[config.mk]
export PLATFORM = sky130hd
export DESIGN_NAME = eucjp_width_normalizer_unit
export DESIGN_NICKNAME = d
export VERILOG_FILES = /design/src/hw/rtl/ejwn_pkg.sv /design/src/hw/rtl/eucjp_width_normalizer_unit.sv
export SDC_FILE = /design/constraint.sdc
export NUM_CORES = 1
export LEC_CHECK = 0
export ABC_CLOCK_PERIOD_IN_PS = 5300
export BUFFER_PORTS_ARGS = -buffer_cell sky130_fd_sc_hd__buf_2
export CAP_MARGIN = 20
export CORE_UTILIZATION = 38
export DETAILED_ROUTE_END_ITERATION = 8
export PLACE_DENSITY_LB_ADDON = 0.12
export RECOVER_POWER = 50
export SLEW_MARGIN = 20
export SYNTH_ARGS = -nofsm -noshare
export SYNTH_HDL_FRONTEND = slang
export SYNTH_SLANG_ARGS = --single-unit
[constraint.sdc]
create_clock -name clk -period 5.3 [get_ports clk]
set_input_delay 0.265 -clock clk [delete_from_list [all_inputs] [get_ports clk]]
set_output_delay 0.265 -clock clk [all_outputs]
set_load 0.01 [all_outputs]
[src/hw/rtl/ejwn_pkg.sv]
// ejwn_pkg: shared types, byte codes and lookup functions for the EUC-JP
// width normalizer. No dependencies.
`default_nettype none

package ejwn_pkg;

    // lead and mark byte codes
    localparam logic [7:0] LEAD_SS2     = 8'h8e;  // half-width kana
    localparam logic [7:0] LEAD_SS3     = 8'h8f;  // three-byte plane
    localparam logic [7:0] LEAD_SYMBOL  = 8'ha1;
    localparam logic [7:0] LEAD_ALNUM   = 8'ha3;
    localparam logic [7:0] LEAD_HIRA    = 8'ha4;
    localparam logic [7:0] LEAD_KATA    = 8'ha5;
    localparam logic [7:0] HW_DAKUTEN   = 8'hde;
    localparam logic [7:0] HW_HANDAKU   = 8'hdf;
    localparam logic [7:0] FW_DAKUTEN   = 8'hab;
    localparam logic [7:0] FW_HANDAKU   = 8'hac;
    localparam logic [7:0] KANA_U       = 8'ha6;
    localparam logic [7:0] KATA_VU      = 8'hf4;
    localparam logic [7:0] KANA_FIRST   = 8'ha6;
    localparam logic [7:0] KANA_LAST    = 8'hdf;

    localparam logic [1:0] LEN_ONE   = 2'd1;
    localparam logic [1:0] LEN_TWO   = 2'd2;
    localparam logic [1:0] LEN_THREE = 2'd3;

    localparam int unsigned QUEUE_DEPTH = 4;
    localparam int unsigned QPTR_W      = $clog2(QUEUE_DEPTH);
    localparam int unsigned QCNT_W      = $clog2(QUEUE_DEPTH + 1);

    typedef struct packed {
        logic [7:0] first;
        logic [7:0] second;
        logic [7:0] third;
        logic [1:0] length;
        logic       last;
    } result_t;

    typedef struct packed {
        logic       hit;
        logic [7:0] ascii;
    } sym_map_t;

    // full-width symbol (second byte after A1) to ASCII
    function automatic sym_map_t sym_lookup(input logic [7:0] b);
        sym_map_t r;
        r.hit = 1'b1;
        unique case (b)
            8'ha1: r.ascii = 8'h20;
            8'ha4: r.ascii = 8'h2c;
            8'ha5: r.ascii = 8'h2e;
            8'ha7: r.ascii = 8'h3a;
            8'ha8: r.ascii = 8'h3b;
            8'ha9: r.ascii = 8'h3f;
            8'haa: r.ascii = 8'h21;
            8'hb0: r.ascii = 8'h5e;
            8'hb1: r.ascii = 8'h7e;
            8'hb2: r.ascii = 8'h5f;
            8'hbf: r.ascii = 8'h2f;
            8'hc3: r.ascii = 8'h7c;
            8'hc6: r.ascii = 8'h60;
            8'hc7: r.ascii = 8'h27;
            8'hc9: r.ascii = 8'h22;
            8'hca: r.ascii = 8'h28;
            8'hcb: r.ascii = 8'h29;
            8'hce: r.ascii = 8'h5b;
            8'hcf: r.ascii = 8'h5d;
            8'hd0: r.ascii = 8'h7b;
            8'hd1: r.ascii = 8'h7d;
            8'hdc: r.ascii = 8'h2b;
            8'hdd: r.ascii = 8'h2d;
            8'he1: r.ascii = 8'h3d;
            8'he3: r.ascii = 8'h3c;
            8'he4: r.ascii = 8'h3e;
            8'hef: r.ascii = 8'h5c;
            8'hf0: r.ascii = 8'h24;
            8'hf3: r.ascii = 8'h25;
            8'hf4: r.ascii = 8'h23;
            8'hf5: r.ascii = 8'h26;
            8'hf6: r.ascii = 8'h2a;
            8'hf7: r.ascii = 8'h40;
            default:
            begin
                r.hit   = 1'b0;
                r.ascii = b;
            end
        endcase
        return r;
    endfunction

    // half-width kana A6..DF to second byte of the full-width form
    function automatic logic [7:0] kana_second(input logic [7:0] b);
        logic [7:0] r;
        unique case (b)
            8'ha6: r = 8'hf2;  8'ha7: r = 8'ha1;  8'ha8: r = 8'ha3;
            8'ha9: r = 8'ha5;  8'haa: r = 8'ha7;  8'hab: r = 8'ha9;
            8'hac: r = 8'he3;  8'had: r = 8'he5;  8'hae: r = 8'he7;
            8'haf: r = 8'hc3;  8'hb0: r = 8'hbc;  8'hb1: r = 8'ha2;
            8'hb2: r = 8'ha4;  8'hb3: r = 8'ha6;  8'hb4: r = 8'ha8;
            8'hb5: r = 8'haa;  8'hb6: r = 8'hab;  8'hb7: r = 8'had;
            8'hb8: r = 8'haf;  8'hb9: r = 8'hb1;  8'hba: r = 8'hb3;
            8'hbb: r = 8'hb5;  8'hbc: r = 8'hb7;  8'hbd: r = 8'hb9;
            8'hbe: r = 8'hbb;  8'hbf: r = 8'hbd;  8'hc0: r = 8'hbf;
            8'hc1: r = 8'hc1;  8'hc2: r = 8'hc4;  8'hc3: r = 8'hc6;
            8'hc4: r = 8'hc8;  8'hc5: r = 8'hca;  8'hc6: r = 8'hcb;
            8'hc7: r = 8'hcc;  8'hc8: r = 8'hcd;  8'hc9: r = 8'hce;
            8'hca: r = 8'hcf;  8'hcb: r = 8'hd2;  8'hcc: r = 8'hd5;
            8'hcd: r = 8'hd8;  8'hce: r = 8'hdb;  8'hcf: r = 8'hde;
            8'hd0: r = 8'hdf;  8'hd1: r = 8'he0;  8'hd2: r = 8'he1;
            8'hd3: r = 8'he2;  8'hd4: r = 8'he4;  8'hd5: r = 8'he6;
            8'hd6: r = 8'he8;  8'hd7: r = 8'he9;  8'hd8: r = 8'hea;
            8'hd9: r = 8'heb;  8'hda: r = 8'hec;  8'hdb: r = 8'hed;
            8'hdc: r = 8'hef;  8'hdd: r = 8'hf3;  8'hde: r = 8'hab;
            8'hdf: r = 8'hac;
            default: r = b;
        endcase
        return r;
    endfunction

    // kana whose voiced form is the next code
    function automatic logic voices_plus_one(input logic [7:0] c);
        logic r;
        unique case (c)
            8'hab, 8'had, 8'haf, 8'hb1, 8'hb3,
            8'hb5, 8'hb7, 8'hb9, 8'hbb, 8'hbd,
            8'hbf, 8'hc1, 8'hc4, 8'hc6, 8'hc8,
            8'hcf, 8'hd2, 8'hd5, 8'hd8, 8'hdb: r = 1'b1;
            default:                           r = 1'b0;
        endcase
        return r;
    endfunction

    // ha row: takes the semi-voiced mark (plus 2)
    function automatic logic is_ha_row(input logic [7:0] c);
        return (c == 8'hcf) || (c == 8'hd2) || (c == 8'hd5) ||
               (c == 8'hd8) || (c == 8'hdb);
    endfunction

endpackage

`default_nettype wire

[src/hw/rtl/eucjp_width_normalizer_unit.sv]
// eucjp_width_normalizer_unit: EUC-JP full/half-width normalizer with
// held-character combining and a four-entry result queue. Uses ejwn_pkg.
`default_nettype none
//
// Usage
//   Input channel (in_valid/in_ready): one EUC-JP character per item in
//   lead_byte/second_byte/third_byte, or a flush (flush = 1) at end of text.
//   Output channel (out_valid/out_ready): one character per item, with
//   out_length valid bytes; last_of_run marks the final result of an input.
//   Each input yields zero, one or two results. Two-byte results are held
//   back one character so a following voiced/semi-voiced mark can fold in.
//   A one- or three-byte result is written into the queue when its input is
//   accepted. A two-byte result comes out when a later input that is not a
//   combining mark (or a flush) releases it.
//   Throughput: the classify/convert logic takes one input per cycle while
//   in_ready is high, and the output drains one result per cycle while
//   out_ready is high, so the output port sets the sustained rate, which is
//   lower for two-result inputs (held release plus one-/three-byte character).
//   Results go into a 4-entry queue; in_ready is high while at most two
//   entries are occupied, so an input is taken even while out_ready is low.
//   A stalled receiver lets the queue fill past two entries, then in_ready drops.
//   Reset empties the queue and drops any held character.

module eucjp_width_normalizer_unit
    import ejwn_pkg::*;
(
    input  wire logic       clk,
    input  wire logic       rst_n,

    input  wire logic       in_valid,
    output logic            in_ready,
    input  wire logic [7:0] lead_byte,
    input  wire logic [7:0] second_byte,
    input  wire logic [7:0] third_byte,
    input  wire logic       flush,

    output logic            out_valid,
    input  wire logic       out_ready,
    output logic [7:0]      out_first,
    output logic [7:0]      out_second,
    output logic [7:0]      out_third,
    output logic [1:0]      out_length,
    output logic            last_of_run
);

    // held two-byte character
    logic       hold_valid_reg, hold_valid_next;
    logic [7:0] hold_first_reg, hold_first_next;
    logic [7:0] hold_second_reg, hold_second_next;

    // result queue
    result_t             queue_reg [QUEUE_DEPTH];
    logic [QPTR_W-1:0]   wr_ptr_reg, wr_ptr_next;
    logic [QPTR_W-1:0]   rd_ptr_reg, rd_ptr_next;
    logic [QCNT_W-1:0]   count_reg, count_next;

    logic     accept, pop;
    logic     is_daku, is_handaku, combine;
    sym_map_t sym;
    result_t  new_res, held_res, item0, item1;
    logic     emit_hold, emit_new;
    logic [1:0] push_cnt;

    assign accept = in_valid && in_ready;
    assign pop    = out_valid && out_ready;

    // ---- classify and convert the incoming character ----
    always_comb
    begin
        sym     = sym_lookup(second_byte);
        new_res = '{first: lead_byte, second: 8'h00, third: 8'h00,
                    length: LEN_TWO, last: 1'b1};
        if (!lead_byte[7])
        begin
            new_res.length = LEN_ONE;
        end
        else if (lead_byte == LEAD_SS3)
        begin
            new_res.second = second_byte;
            new_res.third  = third_byte;
            new_res.length = LEN_THREE;
        end
        else
        begin
            new_res.second = second_byte;
            if (lead_byte == LEAD_ALNUM &&
                ((second_byte >= 8'hb0 && second_byte <= 8'hb9) ||
                 (second_byte >= 8'hc1 && second_byte <= 8'hda) ||
                 (second_byte >= 8'he1 && second_byte <= 8'hfa)))
            begin
                new_res.first  = {1'b0, second_byte[6:0]};
                new_res.second = 8'h00;
                new_res.length = LEN_ONE;
            end
            else if (lead_byte == LEAD_SYMBOL)
            begin
                if (sym.hit)
                begin
                    new_res.first  = sym.ascii;
                    new_res.second = 8'h00;
                    new_res.length = LEN_ONE;
                end
            end
            else if (lead_byte == LEAD_SS2 &&
                     second_byte >= KANA_FIRST && second_byte <= KANA_LAST)
            begin
                new_res.second = kana_second(second_byte);
                new_res.first  = (second_byte == 8'hb0 ||
                                  second_byte == HW_DAKUTEN ||
                                  second_byte == HW_HANDAKU) ? LEAD_SYMBOL : LEAD_KATA;
            end
        end
    end

    // ---- combining mark against the held character ----
    assign is_daku    = (lead_byte == LEAD_SS2 && second_byte == HW_DAKUTEN) ||
                        (lead_byte == LEAD_SYMBOL && second_byte == FW_DAKUTEN);
    assign is_handaku = (lead_byte == LEAD_SS2 && second_byte == HW_HANDAKU) ||
                        (lead_byte == LEAD_SYMBOL && second_byte == FW_HANDAKU);

    assign combine = !flush && hold_valid_reg &&
                     (hold_first_reg == LEAD_HIRA || hold_first_reg == LEAD_KATA) &&
                     ((is_daku && (hold_second_reg == KANA_U ||
                                   voices_plus_one(hold_second_reg))) ||
                      (is_handaku && is_ha_row(hold_second_reg)));

    // ---- results of this input ----
    always_comb
    begin
        held_res  = '{first: hold_first_reg, second: hold_second_reg, third: 8'h00,
                      length: LEN_TWO, last: 1'b1};
        emit_hold = hold_valid_reg && (flush || !combine);
        emit_new  = !flush && !combine && (new_res.length != LEN_TWO);
        item1     = new_res;
        if (emit_hold)
        begin
            item0      = held_res;
            item0.last = !emit_new;
        end
        else
        begin
            item0 = new_res;
        end
        push_cnt = accept ? ({1'b0, emit_hold} + {1'b0, emit_new}) : 2'd0;
    end

    // ---- held character next state ----
    always_comb
    begin
        hold_valid_next  = hold_valid_reg;
        hold_first_next  = hold_first_reg;
        hold_second_next = hold_second_reg;
        if (accept)
        begin
            if (flush)
            begin
                hold_valid_next  = 1'b0;
                hold_first_next  = 8'h00;
                hold_second_next = 8'h00;
            end
            else if (combine)
            begin
                if (is_daku && hold_second_reg == KANA_U)
                begin
                    hold_first_next  = LEAD_KATA;
                    hold_second_next = KATA_VU;
                end
                else if (is_daku)
                begin
                    hold_second_next = hold_second_reg + 8'd1;
                end
                else
                begin
                    hold_second_next = hold_second_reg + 8'd2;
                end
            end
            else if (new_res.length == LEN_TWO)
            begin
                hold_valid_next  = 1'b1;
                hold_first_next  = new_res.first;
                hold_second_next = new_res.second;
            end
            else
            begin
                hold_valid_next = 1'b0;
            end
        end
    end

    // ---- queue pointers ----
    always_comb
    begin
        wr_ptr_next = wr_ptr_reg + QPTR_W'(push_cnt);
        rd_ptr_next = rd_ptr_reg + QPTR_W'(pop);
        count_next  = count_reg + QCNT_W'(push_cnt) - QCNT_W'(pop);
    end

    always_ff @(posedge clk or negedge rst_n)
    begin
        if (!rst_n)
        begin
            hold_valid_reg  <= 1'b0;
            hold_first_reg  <= 8'h00;
            hold_second_reg <= 8'h00;
            wr_ptr_reg      <= '0;
            rd_ptr_reg      <= '0;
            count_reg       <= '0;
        end
        else
        begin
            hold_valid_reg  <= hold_valid_next;
            hold_first_reg  <= hold_first_next;
            hold_second_reg <= hold_second_next;
            wr_ptr_reg      <= wr_ptr_next;
            rd_ptr_reg      <= rd_ptr_next;
            count_reg       <= count_next;
        end
    end

    // queue payload, no reset
    always_ff @(posedge clk)
    begin
        if (push_cnt != 2'd0)
        begin
            queue_reg[wr_ptr_reg] <= item0;
        end
        if (push_cnt == 2'd2)
        begin
            queue_reg[wr_ptr_reg + QPTR_W'(1)] <= item1;
        end
    end

    // room for two results means any input can be taken
    assign in_ready    = (count_reg <= QCNT_W'(QUEUE_DEPTH - 2));
    assign out_valid   = (count_reg != '0);
    assign out_first   = queue_reg[rd_ptr_reg].first;
    assign out_second  = queue_reg[rd_ptr_reg].second;
    assign out_third   = queue_reg[rd_ptr_reg].third;
    assign out_length  = queue_reg[rd_ptr_reg].length;
    assign last_of_run = queue_reg[rd_ptr_reg].last;

    // ---- assertions ----
    a_queue_bound: assert property (@(posedge clk) disable iff (!rst_n)
        count_reg <= QCNT_W'(QUEUE_DEPTH))
        else $error("result queue overflow");

    a_flush_clears: assert property (@(posedge clk) disable iff (!rst_n)
        (in_valid && in_ready && flush) |=> !hold_valid_reg)
        else $error("held character survived a flush");

    a_combine_needs_hold: assert property (@(posedge clk) disable iff (!rst_n)
        (in_valid && in_ready && combine) |=>
            (hold_valid_reg && $stable(count_reg) == 1'b0 ? 1'b1 : hold_valid_reg))
        else $error("combining mark lost the held character");

endmodule

`default_nettype wire
==> results by group <==
Outcome
  • Status: finished with violations
  • Failing checks: capacitance limit, slew limit

STA
  • Clock Skews: between 0.01 and 0.015 ns
  • Setup TNS Final: 0 ns
  • Min Hold Slack: between 0.2 and 0.25 ns
  • Period utilization: between 70% and 80%
  • RSZ-0062 raised after global routing: no
  • Fin. Hold Viols: 0
  • F_max: 236.1 MHz
  • Fin. max-slew vios: just over 80
  • Post-route setup slack: between 1 and 1.5 ns
  • Worst slew pin tran: about 2.5 ns
  • Number of setup violations in the final report: 0
  • Slew headroom: -68.51%
  • Tmin final: about 4.2 ns

Pwr
  • Sw Share: between 30% and 40%
  • P_int: between 2 and 2.5 mW
  • Power per Cell Area: 386.2 mW/mm^2
  • Sequential Power Share: between 30% and 40%
  • Gate power share: 31.8%
  • Psw: ~1.4 mW
  • Max VDD drop: ~0.21 mV
  • Clock network power share: between 20% and 30%
  • Tot Pwr: around 3.7 mW
  • Lkg Pwr: about 3.2 nW

Final layout
  • Footprint of the multi-input gates: 0.004441 sq mm
  • Final nets: just under 1,000
  • Area growth syn-to-layout: 11.35%
  • Register Area: around 0.0038 sq mm
  • Layout cells sized above 1: about 15%
  • Final non-filler cell total: about 1,200
  • # diodes: 0
  • Filler Cell Count: 2,236
  • Max reg flops: around 110

Critical path
  • Setup crit end: queue_reg[0][23]
  • Critical path data required time: about 5.3 ns
  • FF-to-FF setup slack: roughly 1.1 ns
  • Critical Path AT: around 4.3 ns
  • Reg2reg end: queue_reg[0][23]
  • Worst reg2reg path startpoint: hold_second_reg[1]
  • Worst setup SP type: flop
  • Endpoint class of the critical path: flop
  • Crit Path Category: reg -> reg
  • Worst-path maximum fanout: 26
  • CP Launch Point: hold_second_reg[1]
  • Worst reg2reg path depth: 8

Place
  • RD Place Congestion: slightly below 1
  • Port Buffers: 57
  • HPWL after DPL: approximately 19,000 microns
  • Dpl ws: 1.358 ns
  • Placed cells: ~1,200

Synth
  • Synth warn: 0
  • Synth cell types: slightly above 90
  • Register bit total from synthesis: ~130
  • Synthesized instance count: around 910
  • Synth Flop Type: edfxtp_1
  • Syn avg cell area: a little under 10 sq um
  • Post-synth EDFFs: 104
  • Seq/Total Area, Yosys: 43.67%
  • Mapped Nets: approximately 950
  • Fraction of registers with async set/reset: approximately 18%
  • Post-Syn Area: 0.008711 sq mm

Global routing
  • Grt ovf: 0
  • Gr usage total: about a quarter
  • Number of global-route vias before repair: ~7,100
  • Largest net degree at the start of global routing: 47
  • First-pass GRT wire length: between 40,000 and 50,000 microns
  • Initial antenna violation count: 0

Floorplanning
  • Initial Util: between 30% and 40%
  • # IOs: 58
  • Die width: ~150 microns
  • Site Rows: 55
  • Die area: 0.02353 sq mm
  • Core Area: 0.02257 sq mm
  • Die Height: between 150 and 200 microns

Route
  • Drt first pass iters: 5
  • Total wire length: 27,770 microns
  • Drt drc: 0
  • Routed vias/inst: 6.113
  • Total number of vias: 7,519
  • DR iter-0 viols: roughly 600
  • Detail Route Antenna Nets: 0
  • Wire length per cell: ~23 microns

Clocking
  • Worst-case clock buffer depth: 2
  • Later-pin clock latency in the skew report: between 0.4 and 0.5 ns
  • Clock sink count: ~130
  • TritonCTS buffer count: 17
  • Worst-path clk slew: 0.06 ns
  • H-tree lvl count: 4
  • Clk root buf: clkbuf_16
  • Post-CTS setup buffer count: 0
  • TritonCTS clock tree: yes

Min path
  • Type of the tightest min-delay check: in -> reg

Run
  • Max Cap Violations: 3
-- critical path, cell delays in order, from the launching register on --
cell and delay (ns):
dfrtp_1 0.59, inv_1 0.18, ha_1 0.27, o311ai_0 0.48, a311o_1 0.34, and3_1 0.25, nand2_1 0.17, o21ai_0 0.19
clkbuf_1 1.31
-- layer usage --
layer / track usage (%) / part of all wire [%] / wire length, microns
met1: 32.67 / 44 / 12160
met5: 0 / 0 / 0
met2: 39.68 / 48 / 13260
met3: 3.147 / 6.2 / 1724
met4: 8.143 / 2.2 / 624
-- cell type report --
class | instances | share of cell area, %
Clock buffer | 18 | 4.425
Clock inverter | 14 | 1.342
Inverter | 31 | 1.200
Multi-Input combinational cell | 671 | 45.78
Sequential cell | 132 | 39.23
Tap cell | 285 | 3.676
Timing Repair Buffer | 79 | 4.347
-- power by group through the flow --
stage	Sequential [mW]	Clock (mW)	Combinational (mW)
final	1.44	1.11	1.19
after global routing	1.46	1.17	1.31
after CTS	1.44	1.13	1.24
after detailed placement	1.46	0	1.23
after global placement	1.46	0	1.23
after floorplan	1.34	0	0.936
-- synthesized netlist by cell type (5+ instances only) --
| cell | count | area share (%) |
|---|---|---|
| a21oi_1 | 36 | 2.1 |
| nand3b_1 | 6 | 0.52 |
| o22ai_1 | 20 | 1.4 |
| a22o_1 | 13 | 1.3 |
| nand2b_1 | 12 | 0.86 |
| edfxtp_1 | 104 | 36 |
| o21ai_1 | 44 | 2.5 |
| nor2b_1 | 7 | 0.50 |
| inv_2 | 5 | 0.22 |
| ha_1 | 11 | 1.6 |
| buf_1 | 6 | 0.26 |
| nand3_1 | 22 | 1.3 |
| nand4_1 | 12 | 0.86 |
| nor4_1 | 10 | 0.72 |
| a211oi_1 | 8 | 0.69 |
| a31oi_1 | 9 | 0.65 |
| o32ai_1 | 11 | 1.1 |
| xnor2_1 | 8 | 0.80 |
| nor2_1 | 87 | 3.7 |
| nor3b_1 | 5 | 0.43 |
| and2_1 | 9 | 0.65 |
| xor2_1 | 7 | 0.70 |
| buf_2 | 32 | 1.8 |
| nand2_1 | 116 | 5.0 |
| inv_1 | 22 | 0.95 |
| clkbuf_1 | 33 | 1.4 |
| o211ai_1 | 9 | 0.78 |
| nor3_1 | 17 | 0.98 |
| dfrtp_1 | 24 | 6.9 |
| mux4_2 | 27 | 7.0 |
| o21ai_0 | 48 | 2.8 |
| or2_2 | 6 | 0.43 |
-- worst min path at each step --
stage	to	slack, ns	cells past startpoint	from
3_3_place_gp	hold_second_reg[6]	0.32	1	rst_n
4_1_cts	rd_ptr_reg[0]	0.19	3	out_ready
3_5_place_dp	hold_second_reg[6]	0.32	1	rst_n
2_1_floorplan	count_reg[0]	-0.03	0	rst_n
5_1_grt	hold_second_reg[7]	0.22	2	flush
6_report	queue_reg[1][8]	0.20	3	third_byte[5]
-- per-stage QoR --
step / utilization (%) / instance area (sq um)
CTS: 43.33 / 9781
global route: 42.97 / 9699
detailed placement: 40.81 / 9211
floorplan: - / 8711
global placement: 40.81 / 9211
finish: 42.97 / 9699
-- kinds of logic after synthesis --
kind of cell	Yosys count	share of synthesized area, %
mux	33	7.699
buf+inv	104	5.070
flops	132	43.67
fa+ha+maj	12	1.810
simple gates	356	21.01
compound gates	255	19.23
xor+xnor	15	1.508
-- what timing repair did --
item,in CTS,in global routing
gates resized for setup,0,0
endpoints found under the hold margin,24,0
endpoints found under the setup margin,0,0
hold buffers,1,0
-- placed cells by master, fill, tap and decap left out, types with 9 or more instances in the layout --
cell | synthesis | layout
clkbuf_16 | 0 | 17
o21ai_0 | 48 | 75
o21ai_1 | 44 | 17
a21oi_1 | 36 | 36
o211ai_1 | 9 | 9
o22ai_1 | 20 | 20
nand4_1 | 12 | 12
edfxtp_1 | 104 | 104
a31oi_1 | 9 | 9
ha_1 | 11 | 11
clkbuf_1 | 33 | 32
o32ai_1 | 11 | 11
mux4_2 | 27 | 27
nor3_1 | 17 | 17
a22o_1 | 13 | 13
nor2_1 | 87 | 86
nor4_1 | 10 | 10
dfrtp_1 | 24 | 23
buf_2 | 32 | 28
nand2b_1 | 12 | 12
nand2_1 | 116 | 117
nand3_1 | 22 | 23
inv_1 | 22 | 25
buf_4 | 1 | 18
No activity file was read; power rests on OpenSTA's default activity.
